`src/rtl/igp_pkg.sv`:
```
package igp_pkg;

   // Default grid side limit
   localparam int GRID_MAX_DEF = 64;

   // Field and datapath widths
   localparam int REQ_DATA_W = 40;
   localparam int RSP_DATA_W = 32;
   localparam int CFG_W      = 32;
   localparam int SIZE_W     = 7;
   localparam int STEPS_W    = 16;
   localparam int INDEX_W    = 12;
   localparam int VALUE_W    = 32;
   localparam int L20_W      = 28;
   localparam int XY_W       = 20;
   localparam int ROOT_W     = 32;
   localparam int SUM_W      = 48;
   localparam int NN_W       = 14;
   localparam int DIV_W      = 64;
   localparam int DIV_CNT_W  = 6;
   localparam int SQRT_CNT_W = 5;

   // Fixed-point constants
   localparam logic [31:0] ONE_Q16  = 32'h0001_0000;
   localparam logic [31:0] ONE_Q30  = 32'h4000_0000;
   localparam logic [31:0] TWO_Q30  = 32'h8000_0000;
   localparam logic [31:0] SAT32    = 32'hFFFF_FFFF;
   localparam logic [31:0] RD_RESET = 32'd21474836;
   localparam logic [31:0] LD_RESET = 32'd16777216;

   typedef enum logic {
      REQ_START = 1'b0,
      REQ_READ  = 1'b1
   } req_kind_type;

   typedef enum logic [1:0] {
      REPLY_DONE   = 2'd0,
      REPLY_CELL   = 2'd1,
      REPLY_REJECT = 2'd2
   } reply_kind_type;

   typedef enum logic {
      CSR_APERTURE = 1'b0,
      CSR_DISTANCE = 1'b1
   } csr_index_type;

   typedef enum logic [2:0] {
      MS_HOLD, MS_COORD_RD, MS_XX, MS_YY, MS_LL, MS_IK, MS_NT, MS_II
   } mul_sel_type;

   typedef enum logic [1:0] {
      DS_NONE, DS_PROD_N, DS_RATIO, DS_SUM
   } div_sel_type;

   typedef enum logic [1:0] {
      ACC_HOLD, ACC_CLR, ACC_LOAD, ACC_ADD
   } acc_op_type;

   typedef enum logic [1:0] {
      IW_ONE, IW_QUOT, IW_SQR
   } iw_src_type;

   typedef enum logic [4:0] {
      S_IDLE, S_READ, S_INIT,
      S_KX_MUL, S_KX_DIV, S_KX_WAIT,
      S_KY_MUL, S_KY_DIV, S_KY_WAIT,
      S_KS_XX, S_KS_YY, S_KS_LL, S_KS_SUM, S_KS_SQRT, S_KS_SQW,
      S_KR_DIV, S_KR_WAIT,
      S_ST_BEGIN, S_PR_RD, S_PR_MUL, S_PR_ACC, S_PR_WR,
      S_RN_RD, S_RN_MUL, S_RN_DIV, S_RN_WAIT, S_RN_END,
      S_SQ_RD, S_SQ_MUL, S_SQ_WR, S_DONE
   } ctl_state_type;

   typedef struct packed {
      mul_sel_type mul_sel;
      div_sel_type div_sel;
      acc_op_type  acc_op;
      logic        sqrt_start;
      logic        x_load;
      logic        y_load;
      logic        k_we;
      logic        n_we;
      logic        sum_clr;
      logic        i_we;
      iw_src_type  i_src;
      logic        chg_clr;
      logic        chg_upd;
   } dp_cmd_type;

   typedef struct packed {
      logic div_done;
      logic sqrt_done;
      logic d_zero;
      logic sum_zero;
      logic changed;
   } dp_status_type;

endpackage

```
`src/rtl/igp_controller.sv`:
```
// Sequencer: request decode, loop counters and datapath commands.
module igp_controller #(
   parameter int GRID_MAX = igp_pkg::GRID_MAX_DEF,
   localparam int DEPTH   = GRID_MAX * GRID_MAX,
   localparam int AW      = (DEPTH > 1) ? $clog2(DEPTH) : 1,
   localparam int IW      = (GRID_MAX > 1) ? $clog2(GRID_MAX) : 1
) (
   input  logic                        clock,
   input  logic                        reset,
   input  logic                        req_valid,
   input  igp_pkg::req_kind_type       req_kind,
   input  logic [igp_pkg::SIZE_W-1:0]  req_size,
   input  logic [igp_pkg::STEPS_W-1:0] req_steps,
   input  logic [igp_pkg::INDEX_W-1:0] req_index,
   input  logic                        rsp_free,
   output logic                        req_ready,
   output logic                        rsp_load,
   output igp_pkg::reply_kind_type     rsp_kind,
   input  igp_pkg::dp_status_type      status,
   output igp_pkg::dp_cmd_type         cmd,
   output logic [AW-1:0]               addr_i,
   output logic [AW-1:0]               addr_k,
   output logic [AW-1:0]               addr_n,
   output logic [IW-1:0]               coord,
   output logic [igp_pkg::SIZE_W-1:0]  size
);

   igp_pkg::ctl_state_type        state_ff, state_in;
   logic [igp_pkg::SIZE_W-1:0]    size_ff, size_in;
   logic [igp_pkg::STEPS_W-1:0]   steps_ff, steps_in;
   logic [igp_pkg::STEPS_W-1:0]   step_cnt_ff, step_cnt_in;
   logic                          ready_ff, ready_in;
   logic [IW-1:0]                 ca_ff, ca_in, cb_ff, cb_in;
   logic [IW-1:0]                 ci_ff, ci_in, cj_ff, cj_in;
   logic [IW-1:0]                 ck_ff, ck_in, cl_ff, cl_in;
   logic [AW-1:0]                 cc_ff, cc_in;

   logic [igp_pkg::SIZE_W-1:0]    size_m1;
   logic [igp_pkg::NN_W-1:0]      nn;
   logic                          last_a, last_b, last_i, last_j, last_k, last_l, last_c;
   logic [IW-1:0]                 di, dj;
   logic [AW-1:0]                 pos_ab, pos_ij, pos_src, pos_ker;
   logic                          kern_adv, rn_adv;

   // Loop bounds and addresses
   assign size_m1 = size_ff - 1'b1;
   assign nn      = igp_pkg::NN_W'(32'(size_ff) * 32'(size_ff));
   assign last_a  = (igp_pkg::SIZE_W'(ca_ff) == size_m1);
   assign last_b  = (igp_pkg::SIZE_W'(cb_ff) == size_m1);
   assign last_i  = (igp_pkg::SIZE_W'(ci_ff) == size_m1);
   assign last_j  = (igp_pkg::SIZE_W'(cj_ff) == size_m1);
   assign last_k  = (igp_pkg::SIZE_W'(ck_ff) == size_m1);
   assign last_l  = (igp_pkg::SIZE_W'(cl_ff) == size_m1);
   assign last_c  = (32'(cc_ff) == 32'(nn) - 32'd1);
   assign di      = (ck_ff > ci_ff) ? ck_ff - ci_ff : ci_ff - ck_ff;
   assign dj      = (cl_ff > cj_ff) ? cl_ff - cj_ff : cj_ff - cl_ff;
   assign pos_ab  = AW'(32'(ca_ff) * 32'(size_ff) + 32'(cb_ff));
   assign pos_ij  = AW'(32'(ci_ff) * 32'(size_ff) + 32'(cj_ff));
   assign pos_src = AW'(32'(ck_ff) * 32'(size_ff) + 32'(cl_ff));
   assign pos_ker = AW'(32'(di) * 32'(size_ff) + 32'(dj));
   assign size    = size_ff;

   // Next state and datapath commands
   always_comb begin
      state_in    = state_ff;
      size_in     = size_ff;
      steps_in    = steps_ff;
      step_cnt_in = step_cnt_ff;
      ready_in    = ready_ff;
      ca_in       = ca_ff;
      cb_in       = cb_ff;
      ci_in       = ci_ff;
      cj_in       = cj_ff;
      ck_in       = ck_ff;
      cl_in       = cl_ff;
      cc_in       = cc_ff;
      cmd         = '0;
      req_ready   = 1'b0;
      rsp_load    = 1'b0;
      rsp_kind    = igp_pkg::REPLY_REJECT;
      addr_i      = cc_ff;
      addr_k      = pos_ab;
      addr_n      = cc_ff;
      coord       = cb_ff;
      kern_adv    = 1'b0;
      rn_adv      = 1'b0;

      case (state_ff)
         igp_pkg::S_IDLE: begin
            req_ready = rsp_free;
            addr_i    = AW'(req_index);
            if (req_valid && rsp_free) begin
               if (req_kind == igp_pkg::REQ_START) begin
                  if ((req_size == '0) || (32'(req_size) > 32'(GRID_MAX))) begin
                     rsp_load = 1'b1;
                  end else begin
                     size_in  = req_size;
                     steps_in = req_steps;
                     cc_in    = '0;
                     state_in = igp_pkg::S_INIT;
                  end
               end else if (ready_ff && (32'(req_index) < 32'(nn))) begin
                  state_in = igp_pkg::S_READ;
               end else begin
                  rsp_load = 1'b1;
               end
            end
         end
         igp_pkg::S_READ: begin
            rsp_load = 1'b1;
            rsp_kind = igp_pkg::REPLY_CELL;
            state_in = igp_pkg::S_IDLE;
         end
         igp_pkg::S_INIT: begin
            cmd.i_we  = 1'b1;
            cmd.i_src = igp_pkg::IW_ONE;
            if (last_c) begin
               ca_in    = '0;
               cb_in    = '0;
               state_in = igp_pkg::S_KX_MUL;
            end else begin
               cc_in = cc_ff + 1'b1;
            end
         end
         // Kernel: x from the row offset
         igp_pkg::S_KX_MUL: begin
            coord       = ca_ff;
            cmd.mul_sel = igp_pkg::MS_COORD_RD;
            state_in    = igp_pkg::S_KX_DIV;
         end
         igp_pkg::S_KX_DIV: begin
            cmd.div_sel = igp_pkg::DS_PROD_N;
            state_in    = igp_pkg::S_KX_WAIT;
         end
         igp_pkg::S_KX_WAIT: begin
            if (status.div_done) begin
               cmd.x_load = 1'b1;
               state_in   = igp_pkg::S_KY_MUL;
            end
         end
         // Kernel: y from the column offset
         igp_pkg::S_KY_MUL: begin
            coord       = cb_ff;
            cmd.mul_sel = igp_pkg::MS_COORD_RD;
            state_in    = igp_pkg::S_KY_DIV;
         end
         igp_pkg::S_KY_DIV: begin
            cmd.div_sel = igp_pkg::DS_PROD_N;
            state_in    = igp_pkg::S_KY_WAIT;
         end
         igp_pkg::S_KY_WAIT: begin
            if (status.div_done) begin
               cmd.y_load = 1'b1;
               state_in   = igp_pkg::S_KS_XX;
            end
         end
         // Kernel: squared distance and its root
         igp_pkg::S_KS_XX: begin
            cmd.mul_sel = igp_pkg::MS_XX;
            state_in    = igp_pkg::S_KS_YY;
         end
         igp_pkg::S_KS_YY: begin
            cmd.acc_op  = igp_pkg::ACC_LOAD;
            cmd.mul_sel = igp_pkg::MS_YY;
            state_in    = igp_pkg::S_KS_LL;
         end
         igp_pkg::S_KS_LL: begin
            cmd.acc_op  = igp_pkg::ACC_ADD;
            cmd.mul_sel = igp_pkg::MS_LL;
            state_in    = igp_pkg::S_KS_SUM;
         end
         igp_pkg::S_KS_SUM: begin
            cmd.acc_op = igp_pkg::ACC_ADD;
            state_in   = igp_pkg::S_KS_SQRT;
         end
         igp_pkg::S_KS_SQRT: begin
            cmd.sqrt_start = 1'b1;
            state_in       = igp_pkg::S_KS_SQW;
         end
         igp_pkg::S_KS_SQW: begin
            if (status.sqrt_done) begin
               state_in = igp_pkg::S_KR_DIV;
            end
         end
         // Kernel: one plus the ratio ld/d, or two when the distance is zero
         igp_pkg::S_KR_DIV: begin
            if (status.d_zero) begin
               cmd.k_we = 1'b1;
               kern_adv = 1'b1;
            end else begin
               cmd.div_sel = igp_pkg::DS_RATIO;
               state_in    = igp_pkg::S_KR_WAIT;
            end
         end
         igp_pkg::S_KR_WAIT: begin
            if (status.div_done) begin
               cmd.k_we = 1'b1;
               kern_adv = 1'b1;
            end
         end
         // Propagation step
         igp_pkg::S_ST_BEGIN: begin
            cmd.acc_op  = igp_pkg::ACC_CLR;
            cmd.sum_clr = 1'b1;
            cmd.chg_clr = 1'b1;
            ci_in       = '0;
            cj_in       = '0;
            ck_in       = '0;
            cl_in       = '0;
            state_in    = igp_pkg::S_PR_RD;
         end
         igp_pkg::S_PR_RD: begin
            addr_i   = pos_src;
            addr_k   = pos_ker;
            state_in = igp_pkg::S_PR_MUL;
         end
         igp_pkg::S_PR_MUL: begin
            addr_i      = pos_src;
            addr_k      = pos_ker;
            cmd.mul_sel = igp_pkg::MS_IK;
            state_in    = igp_pkg::S_PR_ACC;
         end
         igp_pkg::S_PR_ACC: begin
            addr_i     = pos_src;
            addr_k     = pos_ker;
            cmd.acc_op = igp_pkg::ACC_ADD;
            state_in   = igp_pkg::S_PR_RD;
            if (last_l) begin
               cl_in = '0;
               if (last_k) begin
                  ck_in    = '0;
                  state_in = igp_pkg::S_PR_WR;
               end else begin
                  ck_in = ck_ff + 1'b1;
               end
            end else begin
               cl_in = cl_ff + 1'b1;
            end
         end
         igp_pkg::S_PR_WR: begin
            addr_n     = pos_ij;
            cmd.n_we   = 1'b1;
            cmd.acc_op = igp_pkg::ACC_CLR;
            state_in   = igp_pkg::S_PR_RD;
            if (last_j) begin
               cj_in = '0;
               if (last_i) begin
                  ci_in    = '0;
                  cc_in    = '0;
                  state_in = igp_pkg::S_RN_RD;
               end else begin
                  ci_in = ci_ff + 1'b1;
               end
            end else begin
               cj_in = cj_ff + 1'b1;
            end
         end
         // Renormalization to a mean of one
         igp_pkg::S_RN_RD: begin
            state_in = igp_pkg::S_RN_MUL;
         end
         igp_pkg::S_RN_MUL: begin
            cmd.mul_sel = igp_pkg::MS_NT;
            state_in    = igp_pkg::S_RN_DIV;
         end
         igp_pkg::S_RN_DIV: begin
            if (status.sum_zero) begin
               cmd.i_we    = 1'b1;
               cmd.i_src   = igp_pkg::IW_ONE;
               cmd.chg_upd = 1'b1;
               rn_adv      = 1'b1;
            end else begin
               cmd.div_sel = igp_pkg::DS_SUM;
               state_in    = igp_pkg::S_RN_WAIT;
            end
         end
         igp_pkg::S_RN_WAIT: begin
            if (status.div_done) begin
               cmd.i_we    = 1'b1;
               cmd.i_src   = igp_pkg::IW_QUOT;
               cmd.chg_upd = 1'b1;
               rn_adv      = 1'b1;
            end
         end
         igp_pkg::S_RN_END: begin
            if (!status.changed || (step_cnt_ff + 1'b1 == steps_ff)) begin
               cc_in    = '0;
               state_in = igp_pkg::S_SQ_RD;
            end else begin
               step_cnt_in = step_cnt_ff + 1'b1;
               state_in    = igp_pkg::S_ST_BEGIN;
            end
         end
         // Final squaring
         igp_pkg::S_SQ_RD: begin
            state_in = igp_pkg::S_SQ_MUL;
         end
         igp_pkg::S_SQ_MUL: begin
            cmd.mul_sel = igp_pkg::MS_II;
            state_in    = igp_pkg::S_SQ_WR;
         end
         igp_pkg::S_SQ_WR: begin
            cmd.i_we  = 1'b1;
            cmd.i_src = igp_pkg::IW_SQR;
            if (last_c) begin
               state_in = igp_pkg::S_DONE;
            end else begin
               cc_in    = cc_ff + 1'b1;
               state_in = igp_pkg::S_SQ_RD;
            end
         end
         igp_pkg::S_DONE: begin
            if (rsp_free) begin
               rsp_load = 1'b1;
               rsp_kind = igp_pkg::REPLY_DONE;
               ready_in = 1'b1;
               state_in = igp_pkg::S_IDLE;
            end
         end
         default: begin
            state_in = igp_pkg::S_IDLE;
         end
      endcase

      // Step to the next kernel entry
      if (kern_adv) begin
         if (last_b) begin
            cb_in = '0;
            if (last_a) begin
               if (steps_ff == '0) begin
                  cc_in    = '0;
                  state_in = igp_pkg::S_SQ_RD;
               end else begin
                  step_cnt_in = '0;
                  state_in    = igp_pkg::S_ST_BEGIN;
               end
            end else begin
               ca_in    = ca_ff + 1'b1;
               state_in = igp_pkg::S_KX_MUL;
            end
         end else begin
            cb_in    = cb_ff + 1'b1;
            state_in = igp_pkg::S_KY_MUL;
         end
      end

      // Step to the next cell of the renormalization
      if (rn_adv) begin
         if (last_c) begin
            state_in = igp_pkg::S_RN_END;
         end else begin
            cc_in    = cc_ff + 1'b1;
            state_in = igp_pkg::S_RN_RD;
         end
      end
   end

   always_ff @(posedge clock) begin
      if (reset) begin
         state_ff    <= igp_pkg::S_IDLE;
         size_ff     <= '0;
         steps_ff    <= '0;
         step_cnt_ff <= '0;
         ready_ff    <= 1'b0;
         ca_ff       <= '0;
         cb_ff       <= '0;
         ci_ff       <= '0;
         cj_ff       <= '0;
         ck_ff       <= '0;
         cl_ff       <= '0;
         cc_ff       <= '0;
      end else begin
         state_ff    <= state_in;
         size_ff     <= size_in;
         steps_ff    <= steps_in;
         step_cnt_ff <= step_cnt_in;
         ready_ff    <= ready_in;
         ca_ff       <= ca_in;
         cb_ff       <= cb_in;
         ci_ff       <= ci_in;
         cj_ff       <= cj_in;
         ck_ff       <= ck_in;
         cl_ff       <= cl_in;
         cc_ff       <= cc_in;
      end
   end

endmodule

```
`config.mk`:
```
export PLATFORM = sky130hd
export DESIGN_NAME = igp_controller
export DESIGN_NICKNAME = d
export VERILOG_FILES = /design/src/rtl/igp_pkg.sv /design/src/rtl/igp_controller.sv
export SDC_FILE = /design/constraint.sdc
export NUM_CORES = 1
export LEC_CHECK = 0
export ABC_AREA = 1
export BUFFER_PORTS_ARGS = -buffer_cell sky130_fd_sc_hd__buf_2
export CAP_MARGIN = 20
export CORE_MARGIN = 4
export CORE_UTILIZATION = 61
export CTS_CLUSTER_SIZE = 28
export DETAILED_ROUTE_END_ITERATION = 10
export GPL_TIMING_DRIVEN = 0
export PLACE_DENSITY = 0.81
export SLEW_MARGIN = 20
export SYNTH_ARGS = -nofsm -noshare
export SYNTH_HDL_FRONTEND = slang
export SYNTH_SLANG_ARGS = --single-unit
```
`constraint.sdc`:
```
create_clock -name clock -period 17.7 [get_ports clock]
set_input_delay 0 -clock clock [delete_from_list [all_inputs] [get_ports clock]]
set_output_delay 0 -clock clock [all_outputs]
set_load 0.01 [all_outputs]
```
* Yosys cells after proc, flatten, opt, wreduce, memory -nomap -nowiden
Cells that the tools add are included.
** Storage, ports and cells
- Output and inout bits :: 71
- Word-level logic and storage cells :: 213
- Register bits after elaboration :: 93
- Input port bits :: 45
** Cells by class
- Multiply operators :: 5
- Multiplexer cells :: 96
- Magnitude comparators :: 4
- Reduce and logical (&&, ||, !) cells :: 25
- Bitwise logic cells :: 2
- Add/subtract/negate cells :: 18
- Equal/unequal tests :: 51
** Operators with widths (count)
- 2-to-1 mux 12 bit :: 15
- one-hot mux 5 bit (29 select lines) :: 1
- 2-to-1 mux 6 bit :: 18
- 2-to-1 mux 16 bit :: 6
- equality test 5 bit (second input constant) :: 15
- 2-to-1 mux 5 bit :: 15
- adder 12 x 6 -> 12 bit :: 4
- multiplier 6 x 7 -> 12 bit :: 4
- one-hot mux 12 bit (4 select lines) :: 1
- one-hot mux 6 bit (2 select lines) :: 4
- equality test 6 x 7 -> 1 bit :: 6
- equality test 5 x 4 -> 1 bit (second input constant) :: 8
- adder 6 x 1 -> 6 bit (second input constant) :: 6
- equality test 12 x 32 -> 1 bit :: 1
- != test 4 bit (second input constant) :: 8
- one-hot mux 12 bit (2 select lines) :: 1
- subtractor 6 bit :: 4
- 2-to-1 mux 3 bit :: 7
- one-hot mux 3 bit (7 select lines) :: 1
- equality test 5 x 3 -> 1 bit (second input constant) :: 4
- adder 16 x 1 -> 16 bit (second input constant) :: 1
- equality test 16 bit :: 1
- logical NOT 16 bit :: 1
- subtractor 14 x 1 -> 15 bit (second input constant) :: 1
- other kinds (31) :: 68

* Depth between registers and ports, before layout
- Depth in word-level cells :: 12
- Mapped depth :: 35
- Depth with buffers taken out :: 33

* Least setup slack after synthesis
Ideal clock, no wire load.
- Path kind :: register -> output
- Start :: reg ci_ff[3]
- End :: out addr_k[11]
- Arrival :: 6.204 ns
- Slack :: 11.496 ns
- Cell stages (with the launch flop) :: 36
- Path buffers :: 2
- Cells stage by stage :: dfxtp_1 -> clkbuf_1 -> inv_1 -> ha_1 -> clkbuf_1 -> nand2_1 -> inv_1 -> a221oi_1 -> o21ai_0 -> nand2_1 -> inv_1 -> or2_2 -> o21ai_0 -> inv_1 -> nand2_1 -> fa_1 -> inv_1 -> ha_1 -> inv_1 -> fa_1 -> fa_1 -> inv_1 -> ha_1 -> a21o_1 -> a31oi_1 -> o21ai_0 -> nand2_1 -> nand2_1 -> a21oi_1 -> nor2_1 -> o21ai_0 -> nand2_1 -> xnor2_1 -> or2_2 -> nand3_1 -> o21ai_0
** Between the ends
- Longest elaborated chain between the ends :: 5
- Elaborated cells on any way between the ends :: 7
- Classes of those cells :: 3 x add/sub; 1 x mul; 1 x order compare; 2 x mux
** RTL lines
- start: declaration :: line igp_controller.sv:34 : logic [IW-1:0] ci_ff, ci_in, cj_ff, cj_in;
- start signal: assignment :: line igp_controller.sv:380 : ci_ff <= ci_in;
- subtractor 6 bit or greater-than comparator 6 bit (tied branches) :: line igp_controller.sv:55 : assign di = (ck_ff > ci_ff) ? ck_ff - ci_ff : ci_ff - ck_ff;
- 2-to-1 mux 6 bit (*) :: line igp_controller.sv:55
- multiplier 6 x 7 -> 12 bit (*) :: line igp_controller.sv:60 : assign pos_ker = AW'(32'(di) * 32'(size_ff) + 32'(dj));
- adder 12 x 6 -> 12 bit (*) :: line igp_controller.sv:60
- 2-to-1 mux 12 bit (*) :: line igp_controller.sv:88 : case (state_ff)
- end: declaration :: line igp_controller.sv:22 : output logic [AW-1:0] addr_k,
Mark *: on every way between the ends. The rest lies on a longest branch, timed or not.

* Final worst setup path
- Start :: reg ci_ff[1]
- End :: out addr_k[11]
Same word-level chain as after synthesis.

==> impl_metrics.tcl <==
set metrics [dict create \
    diodes 0 \
    setup_ws_ps 9900 \
    stdcell_count 2854 \
    first_global_vias 16000 \
    p_switching_mw 0.388 \
    cts.clk_slew.worst_paths_ps 90 \
    hpwl_mm 40.4 \
    cp-end-kind "primary output" \
    cts_tree "built" \
    die_w_um 168 \
    cts.sinks 93 \
    fp.dieH_um 168 \
    p_int_mw 0.436 \
    cp_slowest_cell "fa_1" \
    status "completed" \
    wl_mm 50.2 \
    fin_crit_ps 7800 \
    vias 16400 \
    dpl.cell_count 2814 \
    syn2layout_area_growth_pct 9.77 \
    wl_met1_mm 21.1 \
    die_area_um2 28300 \
    rrSetupSlack_ps 10870 \
    post-route-period-util 0.441 \
    p_comb_frac 0.468 \
    track_usage 0.354 \
    coreArea_um2 25200 \
    fillers 2241 \
    gp_routability_congestion 0.991 \
    clockBufferDepth 2 \
    dr.pass1.iters 6 \
    clkPwrFrac 0.254 \
    syn_area_per_cell_um2 6.60 \
    crit_arrival_ps 7800 \
    wire_per_inst_um 17.6 \
    seqPwrFrac 0.278 \
    drive_above_1_share 0.0832 \
    antenna_found_initial 0 \
    synth_top_flop_cell "dfxtp_1" \
    drv_slew 0 \
    hold_path.class "input pin to flop" \
    ys_ff_latch 93 \
    rows 58 \
    hold_violations 0 \
    synth-edff-count 0 \
    powerDensity_nw_per_um2 48.0 \
    yosys_warnings 0 \
    wl_met2_mm 22.5 \
    vias_per_cell 5.73 \
    syn-num-nets 2716 \
    seq_area_frac_synth 0.119 \
    nets 2865 \
    cap_violations 0 \
    fmax_ghz 0.128 \
    grt_pass1_wl_mm 81.2 \
    ctsRootBufferMaster "clkbuf_16" \
    grt_overflow_total 0 \
    ys_async_sr_fraction 0 \
    p_leak_nw 9.51 \
    cts.htree.levels 3 \
    critPathKind "flop to primary output" \
    rsz0062_at_grt "false" \
    cpMostUsedCell "inv_1" \
    synth_cells 2370 \
    sw_frac_of_total 0.471 \
    antenna_left 0 \
    portBuffers 114 \
    insertion_delay_ps 380 \
    wl_met3_mm 4.53 \
    cts-buffers-inserted 9 \
    pin_count 116 \
    startpoint_type "flop" \
    cpPeakStageDelay_ps 540 \
    fin_tns_setup_ps 0 \
    drt-initial-drc-count 1565 \
    grt_max_degree 20 \
    initial_core_util 0.621 \
    critPathRequiredTime_ps 17700 \
    finalSetupViolCount 0 \
    vdd_drop_max_v 0.0000662 \
    synth_area_um2 15600 \
    drc 0 \
    tightest_slew_ps 1050 \
    postCtsSetupRepairBufs 0 \
    max-slew-margin-rel 0.296 \
    dp_slack_ps 10440 \
    critPathMaxFanout 10 \
    top_layer_used "met4" \
    yosysUniqueCellTypes 57 \
    skew_ps 19.0 \
]
## cells in the mapped netlist, drive strengths merged (3+ instances only)
cell,number,area (um2)
a211oi,11,82.6
a21o,6,45.0
a21oi,134,671
a221oi,8,70.1
a22oi,4,30.0
a31oi,15,93.8
buf,17,93.8
clkbuf,64,240
dfxtp,93,1860
fa,108,2160
ha,193,2410
inv,464,1740
mux2i,3,30.0
nand2,621,2420
nand3,107,568
nand3b,6,45.0
nand4,34,213
nor2,163,663
nor3,33,185
nor4,13,87.6
o211ai,9,67.6
o21ai,108,544
o21bai,6,45.0
o221ai,8,70.1
o22ai,10,62.6
o31ai,3,22.5
or2,13,81.3
xnor2,31,272
xor2,68,603
## through the flow
step,power (mW),hold slack (ps),util,instance area (um2)
3_5_place_dp,0.603,244,0.660,16600
6_report,0.824,146,0.681,17200
3_3_place_gp,0.598,233,0.660,16600
5_1_grt,0.872,204,0.681,17200
2_1_floorplan,0.480,89.9,-,15600
4_1_cts,0.815,125,0.681,17200
## power groups by stage
stage	sequential (mW)	combinational, mW	clock [mW]
floorplan	0.230	0.250	0
global placement	0.233	0.365	0
detailed placement	0.233	0.370	0
CTS	0.229	0.376	0.211
global route	0.230	0.424	0.218
finish	0.229	0.386	0.209
## what timing repair did
| action | in CTS | in global routing |
|---|---|---|
| hold buffers | 24 | 0 |
| endpoints found under the hold margin | 24 | 0 |
| resized for setup | 0 | 0 |
## layout make-up
cell class	instances	area, um2	share of cell area
Multi-Input combinational cell	1731	11700	0.681
Clock inverter	7	78.8	0.00459
Buffer	81	334	0.0195
Inverter	465	1750	0.102
Tap cell	330	413	0.0241
Sequential cell	93	1860	0.108
Clock buffer	9	225	0.0131
Timing Repair Buffer	138	811	0.0472
## cells by family after synthesis
kind of cell	share of synthesized area
multiplexers	0.00336
XOR/XNOR	0.0559
flip-flops	0.119
buffers and inverters	0.133
adder cells (fa/ha/maj)	0.293
AND/OR/NAND/NOR	0.275
AO/OA/AOI/OAI	0.121
## sequential cells by signal, indices dropped and copies added (netlist names)
signal	count
cc_ff	12
cl_ff	6
ck_ff	6
size	7
ready_ff	1
cb_ff	6
ca_ff	6
cj_ff	6
ci_ff	6
state_ff	5
step_cnt_ff	16
steps_ff	16
## worst max-delay path, delay by kind of cell (launching register included)
family | cells | cell delay (ps)
xor+xnor | 1 | 140
buf+inv | 8 | 1390
compound gates | 9 | 1730
fa+ha+maj | 6 | 2450
flops | 1 | 430
simple gates | 9 | 1290
## layout by cell type, fill, tap and decap left out, types with 5 or more instances in the layout
cell type      instances
fa_1                 108
buf_2                120
clkbuf_16              9
a21oi_1              134
a211oi_1              11
inv_2                  9
nand3b_1               6
nand2_1              594
xor2_1                67
o22ai_1               10
nand2_2               22
nor3_1                29
a221oi_1               8
o221ai_1               8
dfxtp_1               93
o21bai_1               6
nor4_1                12
buf_1                  6
nand2_4                5
a21o_1                 6
inv_1                455
dlygate4sd3_1         24
nor2_1               156
xnor2_1               31
nand3_1              102
o211ai_1               9
ha_1                 193
a31oi_1               15
clkbuf_1              64
or2_2                 12
o21ai_0              104
nand4_1               34
## metal layers
layer / GRT usage / vias up
met5: 0 / -
met4: 0.140 / 0
met3: 0.0502 / 150
met2: 0.569 / 838
met1: 0.483 / 7574
li1: - / 7792
## final timing paths
kind	start	to	cells after the start
worst max register to register	size[0]	state_ff[1]	31
worst min-delay path	status[1]	state_ff[0]	6
worst max-delay path	ci_ff[1]	addr_k[11]	33
worst min register to register	ready_ff	ready_ff	2
Power figures use the tool's default switching activity.
